`src/design/qkvlp_pkg.sv`:
```
// Package for the quoted key/value line parser.
// Holds the parse phase, status and item kind codes and the state and result structs.
// No dependencies.
package qkvlp_pkg;

    localparam logic [7:0] CHAR_NUL       = 8'd0;
    localparam logic [7:0] CHAR_NEWLINE   = 8'd10;
    localparam logic [7:0] CHAR_SPACE     = 8'd32;
    localparam logic [7:0] CHAR_TAB       = 8'd9;
    localparam logic [7:0] CHAR_CR        = 8'd13;
    localparam logic [7:0] CHAR_HASH      = 8'h23;
    localparam logic [7:0] CHAR_COLON     = 8'h3A;
    localparam logic [7:0] CHAR_QUOTE     = 8'h22;
    localparam logic [7:0] CHAR_BACKSLASH = 8'h5C;
    localparam logic [7:0] CHAR_UNDERSCORE = 8'h5F;
    localparam logic [7:0] CHAR_TILDE     = 8'h7E;

    typedef enum logic [2:0] {
        PH_PRE_KEY    = 3'd0,
        PH_IN_KEY     = 3'd1,
        PH_PRE_COLON  = 3'd2,
        PH_PRE_VALUE  = 3'd3,
        PH_IN_VALUE   = 3'd4,
        PH_POST_VALUE = 3'd5,
        PH_SKIP       = 3'd6
    } t_phase;

    typedef enum logic [2:0] {
        ST_ENTRY      = 3'd0,
        ST_BLANK      = 3'd1,
        ST_END        = 3'd2,
        ST_BAD_CHAR   = 3'd3,
        ST_BAD_ESCAPE = 3'd4,
        ST_BAD_KEY    = 3'd5,
        ST_BAD_VALUE  = 3'd6,
        ST_NO_COLON   = 3'd7
    } t_status;

    typedef enum logic [1:0] {
        KIND_KEY   = 2'd0,
        KIND_VALUE = 2'd1,
        KIND_EOL   = 2'd2
    } t_kind;

    typedef struct packed {
        t_phase  phase;
        t_phase  stop_phase;
        logic    esc_pending;
        logic    key_has_char;
        logic    key_bad;
        logic    value_bad;
        t_status pending_err;
    } t_state;

    typedef struct packed {
        logic       valid;
        t_kind      kind;
        logic [7:0] text;
        t_status    status;
        logic       ended;
    } t_result;

    localparam t_state STATE_RESET = '{
        phase:        PH_PRE_KEY,
        stop_phase:   PH_PRE_KEY,
        esc_pending:  1'b0,
        key_has_char: 1'b0,
        key_bad:      1'b0,
        value_bad:    1'b0,
        pending_err:  ST_ENTRY
    };

endpackage

```
`src/design/qkvlp_step.sv`:
```
// Per-byte parse step: next parser state and the optional result item for one byte.
// Purely combinational; depends on qkvlp_pkg.
module qkvlp_step (
    input  logic [7:0]        i_byte,
    input  qkvlp_pkg::t_state i_state,
    output qkvlp_pkg::t_state o_state,
    output qkvlp_pkg::t_result o_result
);

    logic            is_blank;
    logic            key_ok;
    logic            printable;
    qkvlp_pkg::t_phase eff_phase;
    qkvlp_pkg::t_status eol_status;

    assign is_blank  = (i_byte == qkvlp_pkg::CHAR_SPACE) ||
                       ((i_byte >= qkvlp_pkg::CHAR_TAB) && (i_byte <= qkvlp_pkg::CHAR_CR));
    assign key_ok    = ((i_byte >= 8'h41) && (i_byte <= 8'h5A)) ||
                       ((i_byte >= 8'h61) && (i_byte <= 8'h7A)) ||
                       ((i_byte >= 8'h30) && (i_byte <= 8'h39)) ||
                       (i_byte == qkvlp_pkg::CHAR_UNDERSCORE);
    assign printable = (i_byte >= qkvlp_pkg::CHAR_SPACE) && (i_byte <= qkvlp_pkg::CHAR_TILDE);
    assign eff_phase = (i_state.phase == qkvlp_pkg::PH_SKIP) ? i_state.stop_phase
                                                              : i_state.phase;

    always_comb begin
        eol_status = qkvlp_pkg::ST_BLANK;
        case (eff_phase)
            qkvlp_pkg::PH_PRE_KEY: begin
                eol_status = (i_byte == qkvlp_pkg::CHAR_NUL) ? qkvlp_pkg::ST_END
                                                            : qkvlp_pkg::ST_BLANK;
            end
            qkvlp_pkg::PH_IN_KEY:    eol_status = qkvlp_pkg::ST_BAD_KEY;
            qkvlp_pkg::PH_PRE_COLON: eol_status = qkvlp_pkg::ST_NO_COLON;
            qkvlp_pkg::PH_PRE_VALUE: eol_status = qkvlp_pkg::ST_BAD_VALUE;
            qkvlp_pkg::PH_IN_VALUE:  eol_status = qkvlp_pkg::ST_BAD_VALUE;
            qkvlp_pkg::PH_POST_VALUE: begin
                if (!i_state.key_has_char || i_state.key_bad) begin
                    eol_status = qkvlp_pkg::ST_BAD_KEY;
                end else if (i_state.value_bad) begin
                    eol_status = qkvlp_pkg::ST_BAD_VALUE;
                end else begin
                    eol_status = qkvlp_pkg::ST_ENTRY;
                end
            end
            default: eol_status = qkvlp_pkg::ST_BLANK;
        endcase
        if (i_state.pending_err != qkvlp_pkg::ST_ENTRY) begin
            eol_status = i_state.pending_err;
        end
    end

    always_comb begin
        o_state         = i_state;
        o_result.valid  = 1'b0;
        o_result.kind   = qkvlp_pkg::KIND_KEY;
        o_result.text   = i_byte;
        o_result.status = qkvlp_pkg::ST_ENTRY;
        o_result.ended  = 1'b0;

        if ((i_byte == qkvlp_pkg::CHAR_NUL) || (i_byte == qkvlp_pkg::CHAR_NEWLINE)) begin
            o_state         = qkvlp_pkg::STATE_RESET;
            o_result.valid  = 1'b1;
            o_result.kind   = qkvlp_pkg::KIND_EOL;
            o_result.text   = 8'd0;
            o_result.status = eol_status;
            o_result.ended  = (i_byte == qkvlp_pkg::CHAR_NUL);
        end else begin
            case (i_state.phase)
                qkvlp_pkg::PH_PRE_KEY, qkvlp_pkg::PH_PRE_COLON,
                qkvlp_pkg::PH_PRE_VALUE, qkvlp_pkg::PH_POST_VALUE: begin
                    if (is_blank) begin
                        o_state = i_state;
                    end else if (i_byte == qkvlp_pkg::CHAR_HASH) begin
                        o_state.pending_err = qkvlp_pkg::ST_ENTRY;
                        o_state.stop_phase  = i_state.phase;
                        o_state.phase       = qkvlp_pkg::PH_SKIP;
                    end else if ((i_byte == qkvlp_pkg::CHAR_COLON) &&
                                 (i_state.phase == qkvlp_pkg::PH_PRE_COLON)) begin
                        o_state.phase = qkvlp_pkg::PH_PRE_VALUE;
                    end else if ((i_byte == qkvlp_pkg::CHAR_QUOTE) &&
                                 (i_state.phase == qkvlp_pkg::PH_PRE_KEY)) begin
                        o_state.phase = qkvlp_pkg::PH_IN_KEY;
                    end else if ((i_byte == qkvlp_pkg::CHAR_QUOTE) &&
                                 (i_state.phase == qkvlp_pkg::PH_PRE_VALUE)) begin
                        o_state.phase = qkvlp_pkg::PH_IN_VALUE;
                    end else begin
                        o_state.pending_err = qkvlp_pkg::ST_BAD_CHAR;
                        o_state.stop_phase  = i_state.phase;
                        o_state.phase       = qkvlp_pkg::PH_SKIP;
                    end
                end
                qkvlp_pkg::PH_IN_KEY, qkvlp_pkg::PH_IN_VALUE: begin
                    if (!i_state.esc_pending && (i_byte == qkvlp_pkg::CHAR_QUOTE)) begin
                        o_state.phase = (i_state.phase == qkvlp_pkg::PH_IN_KEY)
                                        ? qkvlp_pkg::PH_PRE_COLON
                                        : qkvlp_pkg::PH_POST_VALUE;
                    end else if (!i_state.esc_pending &&
                                 (i_byte == qkvlp_pkg::CHAR_BACKSLASH)) begin
                        o_state.esc_pending = 1'b1;
                    end else if (i_state.esc_pending &&
                                 (i_byte != qkvlp_pkg::CHAR_QUOTE) &&
                                 (i_byte != qkvlp_pkg::CHAR_BACKSLASH)) begin
                        o_state.esc_pending = 1'b0;
                        o_state.pending_err = qkvlp_pkg::ST_BAD_ESCAPE;
                        o_state.stop_phase  = i_state.phase;
                        o_state.phase       = qkvlp_pkg::PH_SKIP;
                    end else begin
                        o_state.esc_pending = 1'b0;
                        o_result.valid      = 1'b1;
                        if (i_state.phase == qkvlp_pkg::PH_IN_KEY) begin
                            o_result.kind        = qkvlp_pkg::KIND_KEY;
                            o_state.key_has_char = 1'b1;
                            o_state.key_bad      = i_state.key_bad | ~key_ok;
                        end else begin
                            o_result.kind     = qkvlp_pkg::KIND_VALUE;
                            o_state.value_bad = i_state.value_bad | ~printable;
                        end
                    end
                end
                default: o_state = i_state;
            endcase
        end
    end

endmodule

```
`src/design/quoted_key_value_line_parser.sv`:
```
// Quoted key/value line parser. An accepted byte waits in the input register; its result
// item, if any, is captured in the result register when the byte advances. Throughput: one
// byte per cycle through the combinational parse step between the input register and the
// result register; a stalled output holds back the input stage. Reset (synchronous, active
// low) empties both registers and returns the parser to the start of a line. Depends on qkvlp_pkg and qkvlp_step.
module quoted_key_value_line_parser (
    input  logic       i_clk,
    input  logic       i_rst_n,
    input  logic       i_in_valid,
    output logic       o_in_ready,
    input  logic [7:0] i_char_byte,
    output logic       o_out_valid,
    input  logic       i_out_ready,
    output logic [1:0] o_item_kind,
    output logic [7:0] o_text_byte,
    output logic [2:0] o_line_status,
    output logic       o_input_ended
);

    logic               r_in_valid;
    logic [7:0]         r_in_byte;
    qkvlp_pkg::t_state  r_state;
    qkvlp_pkg::t_state  n_state;
    qkvlp_pkg::t_result n_result;
    logic               r_out_valid;
    logic [1:0]         r_kind;
    logic [7:0]         r_text;
    logic [2:0]         r_status;
    logic               r_ended;
    logic               advance;

    qkvlp_step u_step (
        .i_byte   (r_in_byte),
        .i_state  (r_state),
        .o_state  (n_state),
        .o_result (n_result)
    );

    assign advance    = r_in_valid && (!r_out_valid || i_out_ready);
    assign o_in_ready = !r_in_valid || advance;

    always_ff @(posedge i_clk) begin
        if (!i_rst_n) begin
            r_in_valid  <= 1'b0;
            r_out_valid <= 1'b0;
            r_state     <= qkvlp_pkg::STATE_RESET;
        end else begin
            if (i_in_valid && o_in_ready) begin
                r_in_valid <= 1'b1;
            end else if (advance) begin
                r_in_valid <= 1'b0;
            end
            if (advance) begin
                r_state <= n_state;
            end
            if (advance && n_result.valid) begin
                r_out_valid <= 1'b1;
            end else if (i_out_ready) begin
                r_out_valid <= 1'b0;
            end
        end
    end

    always_ff @(posedge i_clk) begin
        if (i_in_valid && o_in_ready) begin
            r_in_byte <= i_char_byte;
        end
        if (advance && n_result.valid) begin
            r_kind   <= 2'(n_result.kind);
            r_text   <= n_result.text;
            r_status <= 3'(n_result.status);
            r_ended  <= n_result.ended;
        end
    end

    assign o_out_valid   = r_out_valid;
    assign o_item_kind   = r_kind;
    assign o_text_byte   = r_text;
    assign o_line_status = r_status;
    assign o_input_ended = r_ended;

endmodule

```
`config.mk`:
```
export PLATFORM = sky130hd
export DESIGN_NAME = quoted_key_value_line_parser
export DESIGN_NICKNAME = d
export VERILOG_FILES = /design/src/design/qkvlp_pkg.sv /design/src/design/qkvlp_step.sv /design/src/design/quoted_key_value_line_parser.sv
export SDC_FILE = /design/constraint.sdc
export NUM_CORES = 1
export LEC_CHECK = 0
export ABC_AREA = 1
export BUFFER_PORTS_ARGS = -buffer_cell sky130_fd_sc_hd__buf_2
export CAP_MARGIN = 10
export CORE_MARGIN = 1
export CORE_UTILIZATION = 50
export CTS_CLUSTER_DIAMETER = 150
export DETAILED_ROUTE_END_ITERATION = 16
export PLACE_DENSITY_LB_ADDON = 0.05
export SETUP_SLACK_MARGIN = 0.15
export SLEW_MARGIN = 20
export SYNTH_ARGS = -nofsm -noshare
export SYNTH_HDL_FRONTEND = slang
export SYNTH_HIERARCHICAL = 1
export SYNTH_SLANG_ARGS = --single-unit
```
`constraint.sdc`:
```
create_clock -name i_clk -period 2.2 [get_ports i_clk]
set_input_delay 0.22 -clock i_clk [delete_from_list [all_inputs] [get_ports i_clk]]
set_output_delay 0.22 -clock i_clk [all_outputs]
set_load 0.05 [all_outputs]
```
==> results of run 1 <==
==> registers in the layout (all words and copies together) (netlist names) <==
name           count
r_in_valid         1
o_text_byte        8
o_item_kind        2
o_line_status      3
o_input_ended      1
r_in_byte          8
o_out_valid        1
r_state           13
==> stage by stage <==
stage | hold slack, ns | util | cells
2_1_floorplan | 0.319 | - | 365
3_3_place_gp | 0.397 | 0.563 | 460
3_5_place_dp | 0.398 | 0.563 | 460
4_1_cts | 0.0769 | 0.584 | 470
5_1_grt | 0.0740 | 0.611 | 482
6_report | 0.0816 | 0.611 | 482
==> repair_timing <==
item	CTS	global route
setup endpoints to repair	13	17
buffers inserted	2	11
cloned	0	1
pin swaps	0	9
resized for setup	0	11
==> Yosys cell counts, types with 2 or more instances <==
library cell,count,area share
sky130_fd_sc_hd__o21ai_0,7,0.013
sky130_fd_sc_hd__a31oi_1,2,0.0048
sky130_fd_sc_hd__nor2_1,41,0.058
sky130_fd_sc_hd__nand2_4,5,0.021
sky130_fd_sc_hd__a21oi_2,4,0.013
sky130_fd_sc_hd__inv_2,9,0.013
sky130_fd_sc_hd__nor2_2,3,0.0071
sky130_fd_sc_hd__inv_1,45,0.064
sky130_fd_sc_hd__nand3_2,5,0.019
sky130_fd_sc_hd__a21oi_1,23,0.044
sky130_fd_sc_hd__o21ai_1,3,0.0057
sky130_fd_sc_hd__o21ai_2,3,0.010
sky130_fd_sc_hd__buf_6,7,0.030
sky130_fd_sc_hd__edfxtp_1,22,0.25
sky130_fd_sc_hd__nand4_1,9,0.021
sky130_fd_sc_hd__nand2_1,90,0.13
sky130_fd_sc_hd__nor2_4,10,0.043
sky130_fd_sc_hd__nand3_1,27,0.051
sky130_fd_sc_hd__nor3_1,4,0.0076
sky130_fd_sc_hd__dfxtp_1,15,0.11
sky130_fd_sc_hd__nand2_2,11,0.026
sky130_fd_sc_hd__buf_4,3,0.0086
sky130_fd_sc_hd__clkbuf_1,6,0.0086
==> kinds of logic after synthesis <==
logic type	after synthesis
compound gates	46
buf+inv	72
flops	37
simple gates	210
==> worst min-delay path by stage <==
stage	start	endpoint	slack, ns	cells after the start
2_1_floorplan	i_char_byte[0]	r_in_byte[0]	0.32	0
4_1_cts	i_char_byte[2]	r_in_byte[2]	0.08	1
3_3_place_gp	i_char_byte[3]	r_in_byte[3]	0.40	1
5_1_grt	i_char_byte[3]	r_in_byte[3]	0.07	1
3_5_place_dp	i_char_byte[3]	r_in_byte[3]	0.40	1
6_report	i_char_byte[1]	r_in_byte[1]	0.08	1
==> critical path, delay by kind of cell (launching register included) <==
family	cells	cell delay, ns
compound gates	2	0.20
buf+inv	4	0.39
flops	1	0.52
simple gates	6	0.61
==> metal layers <==
layer  vias to the layer above  global-route usage  part of all wire
met5                         -                   0                 0
met4                         0              0.0797             0.015
met3                         8              0.0407             0.041
met2                        65               0.354              0.46
met1                      1089               0.326              0.48
li1                       1259                   -                 -
==> power by group <==
group | switching [mW] | internal (mW) | leakage [nW]
Clock | 0.273 | 0.225 | 0.0445
Combinational | 0.260 | 0.160 | 1.10
Sequential | 0.0412 | 0.769 | 0.321
==> layout make-up <==
class,instances,area [um^2],share of cell area
clock buffers,5,68.8,0.0222
multi-input cells,256,1370,0.442
inverters,55,209,0.0674
repair buffers,56,383,0.123
clock inverters,3,21.3,0.00686
well taps,70,87.6,0.0282
flip-flops and latches,37,961,0.310
==> cells in the final DEF, fill, tap and decap left out, drive strengths merged <==
cell type  netlist  routed
dfxtp           15      15
nor2            54      54
clkinv           0       1
o21ai           14      14
and3             1       1
a21oi           27      27
a31oi            2       2
clkinvlp         0       1
or2              1       1
nand4            9       9
a21boi           1       1
nor3             5       5
o22ai            1       1
clkbuf           6       6
buf             11      55
nand2          106     106
nand3           33      33
edfxtp          22      22
inv             55      56
nand3b           1       1
o21a             1       1
==> results_dict.tcl, run 1 <==
set metrics [dict create \
    total_negative_setup_slacks_ns 0 \
    residual_drc_count 0 \
    worst_skew_pair_latency_ns 0.31 \
    initial_antenna_violation_count 0 \
    floorplan.die_area_um2 5560 \
    fill_cells 485 \
    overflow 0 \
    drive_gt1_frac 0.311 \
    rsz0062_at_grt "true" \
    final.period_utilization 0.922 \
    max-clock-path-buffers 2 \
    h-tree-depth 2 \
    fp-row-count 26 \
    synth_fa_ha_area_frac 0 \
    critical_path_fanouts_max 7 \
    syn_area_um2 2630 \
    first_global_vias 2003 \
    floorplan.die.height_um 74.6 \
    final-max-slew-violation-count 0 \
    dp_worst_setup_slack_ns 0.166 \
    timing.max_cap.violations 0 \
    cts.hold.buffers_added 0 \
    start_util 0.519 \
    number_of_enable_flip_flop_cells_after_synthesis 22 \
    final.setup.worst_slack_ns 0.172 \
    synthesized_area_fraction_occupied_by_ao_oa_aoi_and_oai_cells 0.105 \
    floorplan.die.width_um 74.6 \
    cts_sinks 37 \
    holdCritPathClass "in2reg" \
    clock_root_cell "sky130_fd_sc_hd__clkbuf_8" \
    worst-endpoint-required_ns 2.23 \
    finalClockSkew_ns 0.0113 \
    worstSetupEndpointType "register" \
    timing_worst_setup_path_type "reg2reg" \
    run_status "completed" \
    cp-startpoint "r_in_byte[3]" \
    worst_setup_hold_path_clk_slew_ns 0.09 \
    design.core.area_um2 5070 \
    crit_path_top_delay_cell "sky130_fd_sc_hd__edfxtp_1" \
    avgRoutedWirePerCell_um 13.0 \
    worst_ir_drop_vdd_v 0.000396 \
    synth_xor_xnor_area_share 0 \
    synth_top_family_by_area "simple AND/OR/NAND/NOR gates" \
    async_reset_ff_frac 0 \
    netlist-cell-type-count 34 \
    detailed_routing_iteration_count_for_the_pre_antenna_repair_pass 4 \
    drt-vias-per-instance 5.02 \
    finalWirelength_um 6250 \
    crit_path_cell_trace "inv_2 -> nand2_2 -> nor2_4 -> nand2_2 -> nand3_4 -> o21ai_4 -> nor2_4 -> inv_2 -> o21ai_2 -> inv_2 -> nor2_4 -> clkbuf_16" \
    gpl_congestion 0.957 \
    design.final.nets 423 \
    placement.io_buffers 27 \
    detail-route-antenna-nets 0 \
    flow.area_growth_from_synthesis_pct 17.8 \
    final-setup-viol-count 0 \
    finalHoldViolCount 0 \
    synthCells 365 \
    worst_setup_path_endpoint "o_line_status[1]" \
    drt_iter0_drc 142 \
    grt_max_degree 29 \
    synthMuxAreaShare 0 \
    tightest_slew_ns 0.450 \
    place_area_um2 2860 \
    cp.arrival_ns 2.05 \
    r2r_cells 12 \
    synth_ff_type "sky130_fd_sc_hd__edfxtp_1" \
    final_cell_area_um2 3100 \
    start_kind "register" \
    area_share_of_and_or_nand_nor_cells_after_synthesis 0.402 \
    slew_headroom 0.700 \
    worst-r2r-setup-slack_ns 0.17 \
    tritoncts_clock_tree "yes" \
    total_leakage_power_nw 1.47 \
    synth.yosys.seq_area_share 0.365 \
    place_hpwl_um 4590 \
    ioPinCount 28 \
    synth.ff_latch_count 37 \
    fmax_ghz 0.493 \
    vias_after_detailed_routing 2421 \
    timing.rr.start "r_in_byte[3]" \
    ys.warnings.count 6 \
    cts-buffers-inserted 5 \
    power_density_nw_per_um2 557 \
    longest_individual_stage_delay_on_the_worst_path_ns 0.52 \
    syn_nets 377 \
    post_synth.cell_area_avg_um2 7.21 \
    diodes 0 \
    grt_use_total 0.231 \
    worstReg2RegEnd "o_line_status[1]" \
    first_pass_grt_wire_length_um 9390 \
    power.total_mw 1.73 \
    post-route-min-period_ns 2.03 \
]
Power figures use the tool's default switching activity.
==> run 2: changes to the inputs <==
Clock period 2.2 ns to 2.05 ns, I/O delays scaled along.
==> run 2 against run 1 <==
Cell area is 8.9% higher. Critical path type unchanged. Global-route usage is 1.6 points higher. Sequential power is 6.8% higher. First-iteration DRC count is 13% lower. Highest routed layer unchanged. Flip-flop and latch count stayed put. Worst setup slack worse by 0.11 ns. Sequential share of layout area is 2.5 points lower. Clock-buffer cell count stayed put. Wire length is 4.8% higher.
==> results_dict.tcl, run 2 (synthesis results as in run 1) <==
set metrics [dict create \
    grt_use_total 0.247 \
    timing.max_cap.violations 0 \
    vias_after_detailed_routing 2481 \
    rsz0062_at_grt "true" \
    design.final.nets 437 \
    final_util 0.666 \
    crit_path_top_delay_cell "sky130_fd_sc_hd__edfxtp_1" \
    final_cell_area_um2 3380 \
    residual_drc_count 0 \
    clock_root_cell "sky130_fd_sc_hd__clkbuf_8" \
    place_area_um2 2870 \
    worst-endpoint-required_ns 2.08 \
    finalWirelength_um 6550 \
    design.core.area_um2 5070 \
    total_leakage_power_nw 1.61 \
    tritoncts_clock_tree "yes" \
    worstSetupEndpointType "register" \
    h-tree-depth 2 \
    combined_area_of_the_multi_input_logic_cells_um2 1530 \
    path_buf_inv 4 \
    detail-route-antenna-nets 0 \
    overflow 0 \
    grt_max_degree 29 \
    start_util 0.519 \
    area.sequential_um2 963 \
    gpl_congestion 0.944 \
    floorplan.die.width_um 74.6 \
    worst_setup_hold_path_clk_slew_ns 0.08 \
    run_status "completed" \
    drt_iter0_drc 123 \
    crit_path_cell_trace "inv_2 -> nand2_2 -> nor2_4 -> nand2_4 -> nand3_4 -> o21ai_4 -> nor2_4 -> inv_2 -> o21ai_2 -> inv_2 -> nor2_4 -> clkbuf_16" \
    cp.arrival_ns 2.01 \
    max-clock-path-buffers 2 \
    cts_sinks 37 \
    tightest_slew_ns 0.482 \
    final-max-slew-violation-count 0 \
    cts.hold.buffers_added 0 \
    worst_hold_slack_ns 0.0633 \
    initial_antenna_violation_count 0 \
    cts-buffers-inserted 5 \
    worst_skew_pair_latency_ns 0.31 \
    finalHoldViolCount 0 \
    diodes 0 \
    final.period_utilization 0.969 \
    worst_ir_drop_vdd_v 0.000314 \
    max_flop_register "r_state" \
    finalClockSkew_ns 0.0108 \
    slew_headroom 0.678 \
    ioPinCount 28 \
    floorplan.die.height_um 74.6 \
    largest_register_ff_count 13 \
    detailed_routing_iteration_count_for_the_pre_antenna_repair_pass 4 \
    avgRoutedWirePerCell_um 13.2 \
    fmax_ghz 0.504 \
    place_hpwl_um 4450 \
    most_common_library_cell_in_the_layout_ignoring_fill_and_taps "sky130_fd_sc_hd__nand2_1" \
    post-route-min-period_ns 1.99 \
    placement.io_buffers 27 \
    critical_path_fanouts_max 7 \
    fp-row-count 26 \
    start_kind "register" \
    timing_worst_setup_path_type "reg2reg" \
    first_global_vias 2143 \
    drive_gt1_frac 0.399 \
    critPathTopFamily "simple AND/OR/NAND/NOR gates" \
    final-setup-viol-count 0 \
    longest_individual_stage_delay_on_the_worst_path_ns 0.50 \
    first_pass_grt_wire_length_um 10100 \
    most-common-layout-cells "sky130_fd_sc_hd__nand2_1, sky130_fd_sc_hd__inv_1, sky130_fd_sc_hd__buf_4" \
    flow.area_growth_from_synthesis_pct 28.3 \
    holdCritPathClass "in2reg" \
    fill_cells 458 \
    drt-vias-per-instance 5.00 \
    floorplan.die_area_um2 5560 \
    power_density_nw_per_um2 567 \
]
==> run 2: worst register-to-register path: cells and delay by family, from the launching register on <==
kind | cells | cell delay (ns)
compound gates | 2 | 0.18
buf+inv | 4 | 0.40
simple gates | 6 | 0.62
flops | 1 | 0.50
==> run 2: where the power goes <==
group          switching [mW]  internal (mW)
Sequential             0.0396          0.827
Clock                   0.293          0.241
Combinational           0.315          0.199
==> run 2: layout make-up <==
class	count	area share
multi-input combinational	256	0.452
tap	70	0.0259
clock buffer	5	0.0204
sequential	37	0.285
timing repair buffer	70	0.148
clock inverter	3	0.00667
inverter	55	0.0619
==> run 2: routing by layer <==
metal | part of all wire | GRT usage
met3 | 0.042 | 0.0339
met4 | 0.022 | 0.117
met2 | 0.47 | 0.389
met5 | 0 | 0
met1 | 0.46 | 0.334
==> run 2: worst paths after layout <==
path                    endpoint  slack, ns  depth (start not counted)            from
hold reg to reg       r_state[5]       0.51                          2      r_state[5]
setup reg to reg  o_item_kind[0]       0.06                         12    r_in_byte[3]
setup / recovery  o_item_kind[0]       0.06                         12    r_in_byte[3]
hold / removal      r_in_byte[4]       0.06                          1  i_char_byte[4]
==> run 2: stage by stage <==
step           power, mW  setup WS [ns]  std cells  setup TNS (ns)
2_1_floorplan       1.21         0.0846        365               0
3_3_place_gp        1.30          0.145        461               0
3_5_place_dp        1.30          0.104        461               0
4_1_cts             1.86          0.140        485               0
5_1_grt             2.00        -0.0424        496          -0.335
6_report            1.91         0.0642        496               0
==> run 2: what timing repair did <==
item                       4_1_cts  5_1_grt
pin swaps                        2       15
cloned                           1        0
gates resized for setup         12       46
buffers inserted                15       11
setup endpoints to repair       15       31
==> run 3: changes to the inputs <==
Settings changed: SYNTH_HIERARCHICAL 1 to default.
==> run 3 against run 2 <==
Synthesized area shrank 22%. Fmax is 5.0% higher. Critical endpoint is now o_item_kind[1]. Via count down 17%. Combinational power down 27%. Critical path depth down 2. Non-clock buffer count fell by 16. Flip-flop and latch count fell by 1. Sequential power decreased by 2.4%. First-iteration DRC count grew 59%. Synthesized cell count shrank 21%. Worst hold slack better by 0.020 ns.
==> results_dict.tcl, run 3 <==
set metrics [dict create \
    run_status "completed" \
    cts.hold.buffers_added 0 \
    drt-vias-per-instance 5.32 \
    cp.arrival_ns 1.96 \
    drive_gt1_frac 0.303 \
    final.period_utilization 0.923 \
    synth.ff_latch_count 36 \
    holdCritPathClass "in2reg" \
    async_reset_ff_frac 0 \
    synth.cells.most_frequent "sky130_fd_sc_hd__nand2_1, sky130_fd_sc_hd__nor2_1, sky130_fd_sc_hd__inv_1" \
    overflow 0 \
    netlist-cell-type-count 25 \
    worst_skew_pair_latency_ns 0.29 \
    place_area_um2 2270 \
    worstHoldEndpoint "r_in_byte[6]" \
    gpl_congestion 0.874 \
    drt_iter0_drc 195 \
    worstReg2RegEnd "o_item_kind[1]" \
    crit_path_cell_trace "buf_4 -> nor2_4 -> nand2_1 -> nor2_4 -> nand2_2 -> nand4_1 -> nand2_1 -> nand2_2 -> inv_4 -> clkbuf_16" \
    placement.io_buffers 27 \
    max-clock-path-buffers 2 \
    floorplan.die.width_um 66.2 \
    post-route-min-period_ns 1.89 \
    finalWirelength_um 5180 \
    finalClockSkew_ns 0.00431 \
    vias_after_detailed_routing 2064 \
    timing.max_cap.violations 0 \
    power.total_mw 1.85 \
    number_of_enable_flip_flop_cells_after_synthesis 22 \
    detail-route-antenna-nets 0 \
    final-max-slew-violation-count 0 \
    place_hpwl_um 3430 \
    worstSetupEndpointType "register" \
    timing.rr.start "r_in_byte[2]" \
    combined_area_of_the_multi_input_logic_cells_um2 1050 \
    floorplan.die_area_um2 4380 \
    ioPinCount 28 \
    synthCells 287 \
    seq_power_share 0.457 \
    grt_max_degree 16 \
    timing_worst_setup_path_type "reg2reg" \
    residual_drc_count 0 \
    max_flop_register "r_state" \
    crit_path_top_delay_cell "sky130_fd_sc_hd__edfxtp_1" \
    rsz0062_at_grt "true" \
    synth.yosys.seq_area_share 0.457 \
    final_cell_area_um2 2680 \
    final.setup.worst_slack_ns 0.158 \
    placed_instance_count 359 \
    flow.area_growth_from_synthesis_pct 30.3 \
    hp-start "i_char_byte[6]" \
    floorplan.die.height_um 66.2 \
    p_switching_uw 546 \
    largest_register_ff_count 12 \
    power_density_nw_per_um2 690 \
    tightest_slew_ns 0.358 \
    slew_headroom 0.759 \
    area.sequential_um2 942 \
    longest_individual_stage_delay_on_the_worst_path_ns 0.47 \
    initial_antenna_violation_count 0 \
    syn_nets 299 \
    synthMostInstantiatedCell "sky130_fd_sc_hd__nand2_1" \
    cts_sinks 36 \
    fill_cells 316 \
    dp_worst_setup_slack_ns 0.0715 \
    total_negative_setup_slacks_ns 0 \
    final_util 0.706 \
    final-setup-viol-count 0 \
    h-tree-depth 2 \
    diodes 0 \
    comb_power_share 0.201 \
    synth_ff_type "sky130_fd_sc_hd__edfxtp_1" \
    worst_setup_hold_path_clk_slew_ns 0.07 \
    total_leakage_power_nw 1.19 \
    worstHoldPathCells 1 \
    post_synth.cell_area_avg_um2 7.18 \
    worst-r2r-setup-slack_ns 0.16 \
    yosys-top-cells-area "sky130_fd_sc_hd__edfxtp_1, sky130_fd_sc_hd__dfxtp_1, sky130_fd_sc_hd__nand2_1" \
    synthDominantCellAreaShare 0.321 \
    critical_path_fanouts_max 7 \
    most_common_library_cell_in_the_layout_ignoring_fill_and_taps "sky130_fd_sc_hd__nand2_1" \
    ys.warnings.count 0 \
    first_pass_grt_wire_length_um 7760 \
    most-common-layout-cells "sky130_fd_sc_hd__nand2_1, sky130_fd_sc_hd__nor2_1, sky130_fd_sc_hd__inv_1" \
    synth_area_leader_cell "sky130_fd_sc_hd__edfxtp_1" \
    worst_ir_drop_vdd_v 0.000471 \
    detailed_routing_iteration_count_for_the_pre_antenna_repair_pass 4 \
    worst_hold_slack_ns 0.0829 \
    fp-row-count 22 \
    pwr-share-clk 0.342 \
    syn_area_um2 2060 \
    start_util 0.542 \
    internal_power_mw 1.31 \
    first_global_vias 1779 \
    finalHoldViolCount 0 \
    clock_root_cell "sky130_fd_sc_hd__clkbuf_8" \
    grt_use_total 0.241 \
    r2r_cells 10 \
    design.final.nets 351 \
    fmax_ghz 0.529 \
    worst-endpoint-required_ns 2.12 \
    cts-buffers-inserted 5 \
    tritoncts_clock_tree "yes" \
    switching_share 0.295 \
    final_cell_count_without_fillers 388 \
    start_kind "register" \
    design.core.area_um2 3800 \
    avgRoutedWirePerCell_um 13.3 \
]
==> run 3: power by group through the flow <==
stage	Combinational, mW	Clock [mW]	Sequential, mW
floorplan	0.198	0	0.883
CTS	0.321	0.636	0.841
finish	0.372	0.634	0.845
global placement	0.299	0	0.860
detailed placement	0.301	0	0.860
global route	0.408	0.667	0.849
==> run 3: worst max path at each step <==
stage | cells after the start | startpoint | end
2_1_floorplan | 8 | r_in_byte[3] | o_input_ended
3_3_place_gp | 9 | r_in_byte[6] | o_text_byte[6]
3_5_place_dp | 9 | r_in_byte[6] | o_text_byte[4]
4_1_cts | 9 | r_in_byte[6] | o_text_byte[0]
5_1_grt | 12 | r_in_byte[2] | o_text_byte[0]
6_report | 10 | r_in_byte[2] | o_item_kind[1]
==> run 3: timing repair <==
action                                  4_1_cts  5_1_grt
endpoints found under the setup margin       25       27
cloned                                        0        2
pin swaps                                     0        6
endpoints found under the hold margin         0        0
setup buffers                                 9       10
resized for setup                             3       36
==> run 3: metal layers <==
layer,track usage,share of wire,up-vias
met2,0.379,0.47,67
met3,0.0586,0.055,10
met4,0.112,0.020,0
met1,0.309,0.46,964
met5,0,0,-
li1,-,-,1023
==> run 3: cell families after synthesis <==
logic type / count (synthesis) / share of synthesized area
buffers and inverters: 47 / 0.0930
DFF: 36 / 0.457
and+or+nand+nor: 181 / 0.386
AOI/OAI and AO/OA: 23 / 0.0644
==> run 3: final cells by class <==
type | instances | share of cell area
tap | 48 | 0.0224
multi-input combinational | 205 | 0.391
clock inverter | 3 | 0.0159
timing repair buffer | 54 | 0.140
clock buffer | 5 | 0.0257
sequential | 36 | 0.351
inverter | 37 | 0.0536
==> run 3: worst max-delay path: cells and delay by family, from the launching register on <==
kind	cells	cell delay, ns
simple gates	7	0.79
flops	1	0.47
buf+inv	3	0.40
